`src/rtl/core/kci_pkg.sv`:
```
// shared types, constants and datapath operation codes of the keyframe curve interpolator
package kci_pkg;

    localparam int KCI_MAX_KEYS = 64;
    localparam int ONE_Q16      = 65536;
    localparam int DIV_STEPS    = 48;

    typedef struct packed {
        logic [31:0]        ktime;
        logic signed [31:0] kval;
        logic [3:0]         crv;
    } t_key;

    localparam int KEY_W = $bits(t_key);

    typedef enum logic [1:0] {
        CRV_LIN    = 2'd0,
        CRV_EASE   = 2'd1,
        CRV_SMOOTH = 2'd2,
        CRV_RAT    = 2'd3
    } t_curve;

    typedef enum logic [1:0] {
        ST_OK    = 2'd0,
        ST_REPL  = 2'd1,
        ST_FULL  = 2'd2,
        ST_EMPTY = 2'd3
    } t_status;

    typedef enum logic {
        CMD_ADD  = 1'b0,
        CMD_EVAL = 1'b1
    } t_cmd;

    typedef enum logic [4:0] {
        OP_IDLE,
        OP_LOAD,
        OP_READ,
        OP_CAPT,
        OP_INC,
        OP_REPL,
        OP_FULL,
        OP_SH_INIT,
        OP_SH_RD,
        OP_SH_WR,
        OP_INS,
        OP_EMPTY,
        OP_EDGE,
        OP_DIV_T,
        OP_DIV_STEP,
        OP_T_SET,
        OP_SQ,
        OP_SMUL,
        OP_CFIN,
        OP_BMUL,
        OP_BADD
    } t_op;

    typedef struct packed {
        logic is_eval;
        logic idx_end;
        logic idx_zero;
        logic cur_lt;
        logic cur_eq;
        logic full;
        logic empty;
        logic j_at_idx;
        logic div_busy;
        logic code_rat;
        logic second;
    } t_dp_stat;

endpackage

```
`src/rtl/core/kci_ctrl.sv`:
```
// controller: sequences search, insert shift, divides, curves and blend
module kci_ctrl
    import kci_pkg::*;
(
    input  logic     i_clk,
    input  logic     i_rst_n,
    input  logic     start,
    input  t_dp_stat i_stat,
    output t_op      o_op,
    output logic     busy,
    output logic     o_valid
);

    typedef enum logic [4:0] {
        S_IDLE,
        S_SCAN_CHK,
        S_SCAN_WAIT,
        S_SCAN_CMP,
        S_DECIDE,
        S_SH_CHK,
        S_SH_WR,
        S_DIVT,
        S_TSET,
        S_SQ,
        S_SMUL,
        S_DIVR,
        S_CFIN,
        S_BMUL,
        S_BADD,
        S_DONE
    } t_state;

    t_state r_state;
    t_state n_state;
    logic   r_valid;
    logic   n_valid;
    t_op    w_op;

    always_comb begin
        n_state = r_state;
        w_op    = OP_IDLE;
        case (r_state)
            S_IDLE: begin
                if (start) begin
                    w_op    = OP_LOAD;
                    n_state = S_SCAN_CHK;
                end
            end
            S_SCAN_CHK: begin
                if (i_stat.idx_end) begin
                    n_state = S_DECIDE;
                end else begin
                    w_op    = OP_READ;
                    n_state = S_SCAN_WAIT;
                end
            end
            S_SCAN_WAIT: begin
                w_op    = OP_CAPT;
                n_state = S_SCAN_CMP;
            end
            S_SCAN_CMP: begin
                if (i_stat.cur_lt) begin
                    w_op    = OP_INC;
                    n_state = S_SCAN_CHK;
                end else begin
                    n_state = S_DECIDE;
                end
            end
            S_DECIDE: begin
                if (!i_stat.is_eval) begin
                    if (!i_stat.idx_end && i_stat.cur_eq) begin
                        w_op    = OP_REPL;
                        n_state = S_DONE;
                    end else if (i_stat.full) begin
                        w_op    = OP_FULL;
                        n_state = S_DONE;
                    end else begin
                        w_op    = OP_SH_INIT;
                        n_state = S_SH_CHK;
                    end
                end else if (i_stat.empty) begin
                    w_op    = OP_EMPTY;
                    n_state = S_DONE;
                end else if (i_stat.idx_zero || i_stat.idx_end) begin
                    w_op    = OP_EDGE;
                    n_state = S_DONE;
                end else begin
                    w_op    = OP_DIV_T;
                    n_state = S_DIVT;
                end
            end
            S_SH_CHK: begin
                if (i_stat.j_at_idx) begin
                    w_op    = OP_INS;
                    n_state = S_DONE;
                end else begin
                    w_op    = OP_SH_RD;
                    n_state = S_SH_WR;
                end
            end
            S_SH_WR: begin
                w_op    = OP_SH_WR;
                n_state = S_SH_CHK;
            end
            S_DIVT: begin
                if (i_stat.div_busy) begin
                    w_op = OP_DIV_STEP;
                end else begin
                    n_state = S_TSET;
                end
            end
            S_TSET: begin
                w_op    = OP_T_SET;
                n_state = S_SQ;
            end
            S_SQ: begin
                w_op    = OP_SQ;
                n_state = S_SMUL;
            end
            S_SMUL: begin
                w_op    = OP_SMUL;
                n_state = i_stat.code_rat ? S_DIVR : S_CFIN;
            end
            S_DIVR: begin
                if (i_stat.div_busy) begin
                    w_op = OP_DIV_STEP;
                end else begin
                    n_state = S_CFIN;
                end
            end
            S_CFIN: begin
                w_op    = OP_CFIN;
                n_state = i_stat.second ? S_BMUL : S_SQ;
            end
            S_BMUL: begin
                w_op    = OP_BMUL;
                n_state = S_BADD;
            end
            S_BADD: begin
                w_op    = OP_BADD;
                n_state = S_DONE;
            end
            S_DONE: begin
                n_state = S_IDLE;
            end
            default: begin
                n_state = S_IDLE;
            end
        endcase
        n_valid = (n_state == S_DONE);
    end

    always_ff @(posedge i_clk) begin
        if (!i_rst_n) begin
            r_state <= S_IDLE;
            r_valid <= 1'b0;
        end else begin
            r_state <= n_state;
            r_valid <= n_valid;
        end
    end

    assign o_op    = w_op;
    assign busy    = (r_state != S_IDLE);
    assign o_valid = r_valid;

    a_strobe_single: assert property (@(posedge i_clk) disable iff (!i_rst_n)
        o_valid |=> !o_valid)
        else $error("result strobe held longer than one cycle");

    a_accept_busy: assert property (@(posedge i_clk) disable iff (!i_rst_n)
        (start && !busy) |=> (busy && !o_valid))
        else $error("accepted transaction did not raise busy");

    a_strobe_busy: assert property (@(posedge i_clk) disable iff (!i_rst_n)
        o_valid |-> busy)
        else $error("result strobe outside a transaction");

endmodule

```
`config.mk`:
```
export PLATFORM = sky130hd
export DESIGN_NAME = kci_ctrl
export DESIGN_NICKNAME = d
export VERILOG_FILES = /design/src/rtl/core/kci_pkg.sv /design/src/rtl/core/kci_ctrl.sv
export SDC_FILE = /design/constraint.sdc
export NUM_CORES = 1
export LEC_CHECK = 0
export BUFFER_PORTS_ARGS = -buffer_cell sky130_fd_sc_hd__clkbuf_2
export CORE_UTILIZATION = 50
export DETAILED_ROUTE_END_ITERATION = 10
export HOLD_SLACK_MARGIN = 0.12
export PLACE_DENSITY = 0.78
export SKIP_CTS_REPAIR_TIMING = 1
export SLEW_MARGIN = 20
export SYNTH_ARGS = -nofsm -noshare
export SYNTH_HDL_FRONTEND = slang
export SYNTH_SLANG_ARGS = --single-unit
```
`constraint.sdc`:
```
create_clock -name i_clk -period 1.8 [get_ports i_clk]
set_clock_uncertainty 0.05 [all_clocks]
set_input_delay 0.27 -clock i_clk [delete_from_list [all_inputs] [get_ports i_clk]]
set_output_delay 0.27 -clock i_clk [all_outputs]
set_load 0.02 [all_outputs]
```
After elaboration in Yosys (flattened, before gate mapping)

Cells that the tools add are included.

Register bits: 6
Input bits: 14
Output and inout port bits: 7
Logic and storage cells: 48

Equality and inequality tests: 15
Muxes and demuxes: 25
Reductions and logical operators: 6

Operators by type and width:

| cell                                          | number |
|---|---|
| case mux 5 bit (15 select lines)              | 1 |
| case mux 5 bit (14 select lines)              | 1 |
| == test 5 x 4 -> 1 bit, second input constant | 8 |
| two-way mux 5 bit                             | 5 |
| two-way mux 4 bit                             | 6 |
| == test 5 x 3 -> 1 bit, second input constant | 4 |
| two-way mux 3 bit                             | 6 |
| == test 5 x 2 -> 1 bit, second input constant | 2 |
| two-way mux 2 bit                             | 3 |
| == test 5 x 1 -> 1 bit, second input constant | 1 |
| zero test 5 bit                               | 1 |
| nonzero test 5 bit                            | 1 |
| two-way mux 1 bit                             | 3 |
| OR reduction 2 bit                            | 1 |
| logical AND 1 bit                             | 1 |
| zero test 1 bit                               | 1 |
| logical OR 1 bit                              | 1 |

Logic depth before layout (Yosys ltp)

Gate-level depths: netlist (run 1).

Depth after elaboration: 6
Gate-level depth with buffers: 6
Mapped depth without buffers: 5

Least setup slack after synthesis (run 1)

No wires, ideal clock.

Path type: reg-to-output
Start point: register r_state[1]
End point: output port o_op[2]
Arrival: 1.672 ns
Required time: 1.480 ns
Slack: -0.192 ns
Cell stages (with the launch flop): 5
Path buffers: 2
Cell sequence: dfxtp_1 > buf_2 > buf_2 > xor2_1 > o311ai_0

Word-level cells in the longest chain between the ends: 3
Elaborated cells on any way between the ends: 17
Classes of those cells: 14 x eq/ne; 1 x mux; 2 x reduce/logical

Ends and longest elaborated chain:

| item                                                                    | RTL line        | source |
|---|---|---|
| start: declaration                                                      | kci_ctrl.sv:33  | `t_state r_state;` |
| start signal: assignment                                                | kci_ctrl.sv:158 | `r_state <= n_state;` |
| == test 5 x 4 -> 1 bit / == test 5 x 3 -> 1 bit (equally long branches) | kci_ctrl.sv:42  | `case (r_state)` |
| OR reduction 2 bit (no line)                                            | n/a             |  |
| case mux 5 bit (14 select lines) (*)                                    | kci_ctrl.sv:42  |  |
| end: declaration                                                        | kci_ctrl.sv:9   | `output t_op o_op,` |

Every way passes the cells marked *; elsewhere a longest branch is shown, timed or not.

Worst setup path in the final report (run 1)

Start point: register r_state[0]
End point: output port o_op[1]

Same word-level chain as after synthesis.

==> reports/qor.yml, run 1 <==
grt_pass1_vias: 696
worstSetupStartpointType: "flop"
crit_fanout: 4
start_util_pct: 54.2
clk_pin_slew_ns: 0.04
syn_to_final_growth_pct: 53.7
grt_usage_pct: 29.2
port_buffers: 20
place_area_um2: 900
avgSynthCellArea_um2: 7.13
fin_util_pct: 83.4
grt_max_degree: 14
drtAntennaViolNets: 0
synth-seq-cells: 6
power_leakage_uw: 0.000462
dp.cells: 142
drc: 0
failed_checks: "negative setup slack"
seq_area_frac_synth_pct: 17.0
cp.required_ns: 1.48
power_uw: 358
ir_drop_mv: 0.504
synth_commonest_cells: "8 x nor2_1, 6 x a21oi_1, 6 x buf_2, 6 x dfxtp_1, 6 x nor2b_1"
die_y_um: 39.6
grt_pass1_wl_um: 3080
overflow: 0
yosysWarnings: 0
synth_edf_count: 0
rows: 13
routed_wl_um: 2600
fin_ws_ns: -0.110
outcome: "finished, violations left"
synth_area_leaders: "dfxtp_1 17%, nor2b_1 5.3%, nand2b_1 4.4%"
syn_nets: 113
fin_crit_ns: 1.91
gp_congestion: 0.954
p_per_area_nw_per_um2: 330
min_path_type: "in2reg"
dr.first_iter.drc_count: 51
final_nets: 153
wl_per_cell_um: 17.1
final.period_utilization_pct: 106
worst_pin_slew_ns: 0.554
cts_root_buffer: "clkbuf_4"
synth.distinct_cells: 40
coreArea_um2: 1300
path_class: "reg2out"
synthCells: 99
n_antenna_cell: 0
synth.most_common_cell: "nor2_1"
dieArea_um2: 1570
die_x_um: 39.6
async_reset_ff_share_pct: 0
cts_sinks: 6
worstSetupEndpointType: "primary output"
pre_cts_ws_ns: -0.0194
worstSkewPairLatency_ns: 0.25
cts_tree: "yes"
layout-drive-gt1-share_pct: 48.2
via_per_inst: 6.34
setup_viol: 2
fillers: 83
final_cell_area_um2: 1080
drv_cap: 0
clockBufferDepth: 2
antenna_found_initial: 0
synth_largest_area_cell: "dfxtp_1"
multi_input_area_um2: 587
dp_hpwl_um: 1670
vias: 964
slew_viol_final: 0
final_hold_viol_count: 0
syn_area_um2: 706
ios: 21
maxSlewHeadroom_pct: 62.8
htree_levels: 1
seq_area_um2: 136
final_cells: 152
rsz0062_at_grt: "true"
cts_inserted_buffers: 3
cp.arrival_ns: 1.59
fmax_mhz: 524
ys_dominant_reg_cell: "dfxtp_1"
dr.pass1.iters: 4
synth_top_area_share_pct: 17.0
## power by group
| group | internal, uW | switching, uW | total [uW] |
|---|---|---|---|
| sequential | 130 | 4.50 | 135 |
| combinational | 44.0 | 47.9 | 91.9 |
| clock | 75.9 | 55.7 | 132 |
| total | 250 | 108 | 358 |
## cell type report
cell class              count  share of cell area, %
clock buffers               3                   2.08
repair buffers             42                   27.6
flip-flops and latches      6                   12.6
multi-input cells          81                   54.1
inverters                   5                   1.96
well taps                  15                   1.73
## registers in the layout, summed over array words and instances, names as in the netlist
name	cells
o_valid	1
r_state	5
## routing by layer
layer / global-route usage, % / vias up / wire length, um
li1: - / 443 / -
met1: 40.9 / 470 / 1100
met2: 45.5 / 47 / 1320
met3: 3.41 / 4 / 151
met4: 9.48 / 0 / 24
met5: 0 / - / 0
## per-stage QoR
step	setup TNS (ns)	hold slack (ns)
after CTS	-0.633	0.377
after global routing	-0.301	0.448
after detailed placement	-0.0194	0.630
after global placement	0	0.635
final	-0.174	0.419
after floorplan	0	0.450
## cell families (layout without fill, tap and decap cells)
| group | Yosys count | in the layout | synth area share [%] |
|---|---|---|---|
| AO/OA/AOI/OAI | 32 | 32 | 31.4 |
| AND/OR/NAND/NOR | 45 | 45 | 38.7 |
| multiplexers | 2 | 2 | 2.84 |
| buffers and inverters | 12 | 50 | 8.33 |
| other | 1 | 1 | 0.531 |
| flip-flops | 6 | 6 | 17.0 |
| XOR/XNOR | 1 | 1 | 1.24 |
## worst paths after layout
kind | startpoint | to | slack, ns | depth (start not counted)
max | r_state[0]$_SDFF_PN0_ | o_op[1] | -0.11 | 5
min | i_rst_n | r_state[0]$_SDFF_PN0_ | 0.42 | 4
max reg2reg | r_state[1]$_SDFF_PN0_ | o_valid$_SDFF_PN0_ | 0.02 | 5
min reg2reg | r_state[4]$_SDFF_PN0_ | r_state[2]$_SDFF_PN0_ | 0.69 | 3
## worst max-delay path, cell delays in order, from the launching register on
cell,delay [ns]
dfxtp_4,0.36
nor2b_4,0.13
nor2b_4,0.12
o21a_1,0.18
or4_4,0.41
buf_6,0.15
## layout by cell type, fill, tap and decap left out, types with 2 or more instances in the layout
master	Yosys	routed
buf_4	1	19
nand2b_1	5	5
nor2b_4	0	3
inv_1	4	4
or4_1	3	2
a21oi_1	6	5
nor2b_1	6	3
o22ai_1	5	4
nand2_1	5	5
mux2i_1	2	2
nor2_1	8	7
buf_6	0	5
o32a_1	2	2
dfxtp_4	0	4
a211oi_1	3	3
or2_2	2	2
nor3_1	3	2
or2b_1	2	2
nor3b_1	3	3
clkbuf_2	0	16
a31oi_1	2	2
clkbuf_4	0	3
o21ai_0	5	4
Note: power is estimated with default switching activity, not from simulation.
==> run 2: changes to the inputs <==
--- a/config.mk
+++ b/config.mk
@@ -6,10 +6,10 @@
 export NUM_CORES = 1
 export LEC_CHECK = 0
 export BUFFER_PORTS_ARGS = -buffer_cell sky130_fd_sc_hd__clkbuf_2
-export CORE_UTILIZATION = 50
+export CORE_UTILIZATION = 53
 export DETAILED_ROUTE_END_ITERATION = 10
 export HOLD_SLACK_MARGIN = 0.12
-export PLACE_DENSITY = 0.78
+export PLACE_DENSITY = 0.82
 export SKIP_CTS_REPAIR_TIMING = 1
 export SLEW_MARGIN = 20
 export SYNTH_ARGS = -nofsm -noshare
==> constraint.sdc (replaced) <==
create_clock -name i_clk -period 2.3 [get_ports i_clk]
set_clock_uncertainty 0.05 [all_clocks]
set_input_delay 0.345 -clock i_clk [delete_from_list [all_inputs] [get_ports i_clk]]
set_output_delay 0.345 -clock i_clk [all_outputs]
set_load 0.02 [all_outputs]
==> run 2 against run 1 <==
Worst hold slack better by 0.031 ns; largest power group unchanged; cell count down 13%; core utilization down 12 points; global-route usage down 2.5 points; register-to-register slack better by 0.32 ns; count of clock-buffer cells in the layout unchanged; wire length down 30%; the flow now finishes without violations; sequential power down 18%; via count down 15%; highest routed layer unchanged.
==> reports/qor.yml, run 2 (same netlist as run 1, synthesis figures left out) <==
slew_viol_final: 0  # unchanged
maxSlewHeadroom_pct: 62.9  # about the same
reg2reg_from: "r_state[1]$_SDFF_PN0_"
p_int_uw: 189  # -24%
largest-register: "r_state"
wl_per_cell_um: 13.7  # -20%
fin_crit_ns: 2.24
swShare_pct: 28.2  # -2.0 points
worstSetupEndpointType: "primary output"
min_path_type: "in2reg"
ios: 21  # unchanged
fmax_mhz: 447
rows: 12  # -1
hp-start: "i_rst_n"
grt_pass1_wl_um: 2800  # -9.0%
p_comb_share_pct: 20.2  # -5.4 points
outcome: "completed"
cts_inserted_buffers: 3  # unchanged
clk_pin_slew_ns: 0.05  # about the same
grt_max_degree: 18  # +4
vias: 818  # -15%
dieArea_um2: 1480  # -5.4%
syn_to_final_growth_pct: 18.3
r2r_slack_ns: 0.34  # +0.32 ns
overflow: 0  # unchanged
fin_hold_ws_ns: 0.449  # +0.0306 ns
clockBufferDepth: 2  # unchanged
drc: 0  # unchanged
cts_tree: "yes"
setup_viol: 0  # -2
power_frac_seq_pct: 42.1  # +4.5 points
final_nets: 134  # -12%
via_per_inst: 6.20  # -2.3%
crit_fanout: 12  # +8
die_y_um: 38.5  # -2.7%
cp-startpoint: "r_state[1]$_SDFF_PN0_"
dp.cells: 129  # -9.2%
cp.required_ns: 1.90  # +0.42 ns
gp_congestion: 0.932  # -2.3%
cp.arrival_ns: 1.84  # +0.25 ns
largest_reg_flops: 5  # unchanged
p_per_area_nw_per_um2: 315  # -4.5%
grt_usage_pct: 26.7  # -2.5 points
final_cells: 132  # -13%
rsz0062_at_grt: "false"
start_util_pct: 60.3  # +6.0 points
layout-drive-gt1-share_pct: 31.4  # -17 points
worstSkewPairLatency_ns: 0.25  # about the same
final_common_cell: "clkbuf_2"
n_antenna_cell: 0  # unchanged
dp_hpwl_um: 1370  # -18%
power_uw: 263  # -27%
grt_pass1_vias: 644  # -7.5%
cts_sinks: 6  # unchanged
setup_tns_ns: 0  # +0.174 ns
path_class: "reg2out"
worstSetupStartpointType: "flop"
coreArea_um2: 1170  # -10%
die_x_um: 38.5  # -2.7%
routed_wl_um: 1810  # -30%
final.period_utilization_pct: 97.2
htree_levels: 1  # unchanged
cts_root_buffer: "clkbuf_4"
final_cell_mix: "20 x clkbuf_2, 8 x nor2_1, 6 x nor2b_1, 6 x a21oi_1"
antenna_found_initial: 0  # unchanged
ir_drop_mv: 0.395  # -22%
dr.pass1.iters: 4  # unchanged
dr.first_iter.drc_count: 68  # +33%
power_leakage_uw: 0.000334  # -28%
power_switching_uw: 74.2  # -31%
port_buffers: 20  # unchanged
final_hold_viol_count: 0  # unchanged
drv_cap: 0  # unchanged
drtAntennaViolNets: 0  # unchanged
fin_util_pct: 71.3  # -12 points
clkPwrFrac_pct: 37.8  # +1.1 points
worst_pin_slew_ns: 0.552  # -0.00113 ns
-- run 2: final timing paths --
kind | endpoint | depth (start not counted)
worst max-delay path | o_op[1] | 5
worst min-delay path | r_state[3]$_SDFF_PN0_ | 4
worst max register to register | o_valid$_SDFF_PN0_ | 5
worst min register to register | r_state[2]$_SDFF_PN0_ | 3
-- run 2: critical path, cell delays in order, from the launching register on --
cell and delay, ns:
dfxtp_1 0.59, nor2b_2 0.14, nand3_2 0.14, nor2_1 0.06
or4_1 0.49, clkbuf_2 0.17
-- run 2: area by class of cell --
| class | instances | area [um2] |
|---|---|---|
| Clock buffer | 3 | 22.5 |
| Fill cell | 112 | 337 |
| Inverter | 5 | 21.3 |
| Multi-Input combinational cell | 81 | 527 |
| Sequential cell | 6 | 124 |
| Tap cell | 14 | 17.5 |
| Timing Repair Buffer | 23 | 123 |
-- run 2: power groups by stage --
stage / clock network, uW / logic (uW) / registers [uW]
3_5_place_dp: 0 / 52.4 / 112
2_1_floorplan: 0 / 33.0 / 109
4_1_cts: 99.0 / 52.6 / 110
6_report: 99.4 / 53.1 / 111
5_1_grt: 105 / 58.3 / 111
3_3_place_gp: 0 / 51.7 / 112
-- run 2: through the flow --
step	worst slack, ns	instance area [um2]
after CTS	0.0511	831
final	0.0635	835
after global routing	0.00284	835
after detailed placement	0.320	808
after global placement	0.292	808
after floorplan	0.233	706
-- run 2: layer usage --
metal / share of wire [%] / wire length, um / GRT usage (%)
met1: 47 / 855 / 39.7
met2: 44 / 787 / 40.4
met3: 8.4 / 152 / 3.49
met4: 0.72 / 13 / 5.17
met5: 0 / 0 / 0
==> run 3: changes to the inputs <==
--- a/config.mk
+++ b/config.mk
@@ -9,6 +9,7 @@
 export CORE_UTILIZATION = 53
 export DETAILED_ROUTE_END_ITERATION = 10
 export HOLD_SLACK_MARGIN = 0.12
+export MAX_ROUTING_LAYER = met4
 export PLACE_DENSITY = 0.82
 export SKIP_CTS_REPAIR_TIMING = 1
 export SLEW_MARGIN = 20
==> run 3 against run 2 <==
Cell count did not move; via count decreased by 0.98%; first-iteration DRC count decreased by 37%; critical path depth stayed put; flip-flop and latch count stayed put; wire length is 0.77% higher; register-to-register slack improved by 0.09 ns; largest cell class unchanged; count of clock-buffer cells in the layout unchanged; worst hold slack better by 0.012 ns.
==> reports/qor.yml, run 3 (same netlist as run 1, synthesis figures left out) <==
fillers: 101  # -9.8%
r2r-end: "o_valid$_SDFF_PN0_"
outcome: "completed"
coreArea_um2: 1170  # unchanged
dr.pass1.iters: 4  # unchanged
routed_wl_um: 1820  # +0.77%
clkPwrFrac_pct: 37.7  # about the same
cts_sinks: 6  # unchanged
wl_per_cell_um: 13.8  # +0.77%
overflow: 0  # unchanged
drc: 0  # unchanged
die_y_um: 38.5  # unchanged
critPathTopFamily: "simple AND/OR/NAND/NOR gates"
highest_layer: "met4"
cp.required_ns: 1.90  # about the same
path_class: "reg2out"
hp-start: "i_rst_n"
hold-path-cell-count: 4  # unchanged
cpPeakStageDelay_ns: 0.54  # -0.05 ns
port_buffers: 20  # unchanged
crit_fanout: 10  # -2
cp.arrival_ns: 1.80  # -0.04 ns
p_per_area_nw_per_um2: 314  # -0.28%
reg2reg_depth: 5  # unchanged
largest_reg_flops: 5  # unchanged
fmax_mhz: 456  # +2.0%
dr_wl_met2_um: 846  # +7.5%
setup_viol: 0  # unchanged
dp_hpwl_um: 1410  # +3.2%
htree_levels: 1  # unchanged
vias: 810  # -0.98%
final_nets: 134  # unchanged
dieArea_um2: 1480  # unchanged
fin_crit_ns: 2.19  # -0.0430 ns
worstSetupStartpointType: "flop"
r2r_slack_ns: 0.43  # +0.09 ns
cts_root_buffer: "clkbuf_4"
dr.first_iter.drc_count: 43  # -37%
largest-register: "r_state"
cts_tree: "yes"
clk_pin_slew_ns: 0.05  # about the same
hold_end: "r_state[3]$_SDFF_PN0_"
final_hold_viol_count: 0  # unchanged
crit_buf_inv: 2  # +1
slowest_stage: "dfxtp_1"
swShare_pct: 28.0  # -0.18 points
syn_to_final_growth_pct: 18.3  # unchanged
grt_pass1_vias: 671  # +4.2%
grt_max_degree: 18  # unchanged
layout-drive-gt1-share_pct: 31.4  # unchanged
power_leakage_uw: 0.000334  # unchanged
cp_cell_sequence: "buf_4 > or2_2 > a211oi_1 > or4_1 > clkbuf_2"
n_antenna_cell: 0  # unchanged
worstSetupEndpointType: "primary output"
antenna_found_initial: 0  # unchanged
gp_congestion: 0.975  # +4.6%
final_common_cell: "clkbuf_2"
p_comb_share_pct: 20.2  # about the same
power_switching_uw: 73.5  # -0.90%
clockBufferDepth: 2  # unchanged
rsz0062_at_grt: "false"
setup_tns_ns: 0  # unchanged
fin_hold_ws_ns: 0.461  # +0.0121 ns
drv_cap: 0  # unchanged
p_int_uw: 189  # about the same
worstSkewPairLatency_ns: 0.25  # about the same
grt_pass1_wl_um: 2890  # +3.2%
ir_drop_mv: 0.383  # -3.2%
min_path_type: "in2reg"
final.period_utilization_pct: 95.4  # -1.9 points
drt-met1-wl_um: 844  # -1.3%
wl_met3_um: 115  # -24%
power_frac_seq_pct: 42.2  # about the same
die_x_um: 38.5  # unchanged
reg2reg_from: "r_state[1]$_SDFF_PN0_"
drtAntennaViolNets: 0  # unchanged
via_per_inst: 6.14  # -0.98%
cts_inserted_buffers: 3  # unchanged
ios: 21  # unchanged
rows: 12  # unchanged
slew_viol_final: 0  # unchanged
final_cell_mix: "20 x clkbuf_2, 8 x nor2_1, 6 x nor2b_1, 6 x a21oi_1"
grt_usage_pct: 28.6  # +1.9 points
start_util_pct: 60.3  # unchanged
run 3: how the worst max path moves through the flow:
stage	start	end	slack, ns	depth (start not counted)
2_1_floorplan	r_state[1]$_SDFF_PN0_	o_op[2]	0.23	4
3_3_place_gp	r_state[2]$_SDFF_PN0_	o_op[1]	0.29	4
3_5_place_dp	r_state[2]$_SDFF_PN0_	o_op[1]	0.30	4
4_1_cts	r_state[2]$_SDFF_PN0_	o_op[1]	0.03	4
5_1_grt	r_state[1]$_SDFF_PN0_	o_op[1]	0.02	5
6_report	r_state[1]$_SDFF_PN0_	o_op[1]	0.11	5
run 3: metal layers:
| metal | track usage, % | vias to the layer above |
|---|---|---|
| met5 | - | - |
| met4 | 10.3 | 0 |
| met3 | 6.40 | 4 |
| met2 | 42.5 | 34 |
| met1 | 37.6 | 360 |
| li1 | - | 412 |
run 3: final cells by class:
cell class	count	area, um2	share of cell area (%)
multi-input cells	81	527	63.1
well taps	14	17.5	2.10
flip-flops and latches	6	124	14.8
inverters	5	21.3	2.55
clock buffers	3	22.5	2.70
repair buffers	23	123	14.7
run 3: per-stage QoR:
step           cells  total power, uW  area [um2]  worst slack (ns)  util [%]
2_1_floorplan     99              142         706             0.233         -
3_3_place_gp     129              164         808             0.293      69.0
3_5_place_dp     129              164         808             0.296      69.0
4_1_cts          132              263         831            0.0291      70.9
5_1_grt          132              275         835            0.0162      71.3
6_report         132              262         835             0.107      71.3
run 3: worst register-to-register path, stage by stage (launching register included):
cell	delay, ns
dfxtp_1	0.54
buf_4	0.23
nand2b_1	0.10
or4_1	0.49
a31oi_2	0.20
nor4b_2	0.20
run 3: power groups by stage:
stage / sequential [uW] / clock (uW) / combinational [uW]
floorplan: 109 / 0 / 33.0
global placement: 112 / 0 / 51.7
detailed placement: 112 / 0 / 52.2
CTS: 110 / 100 / 52.5
global route: 111 / 106 / 58.2
finish: 111 / 98.8 / 52.9
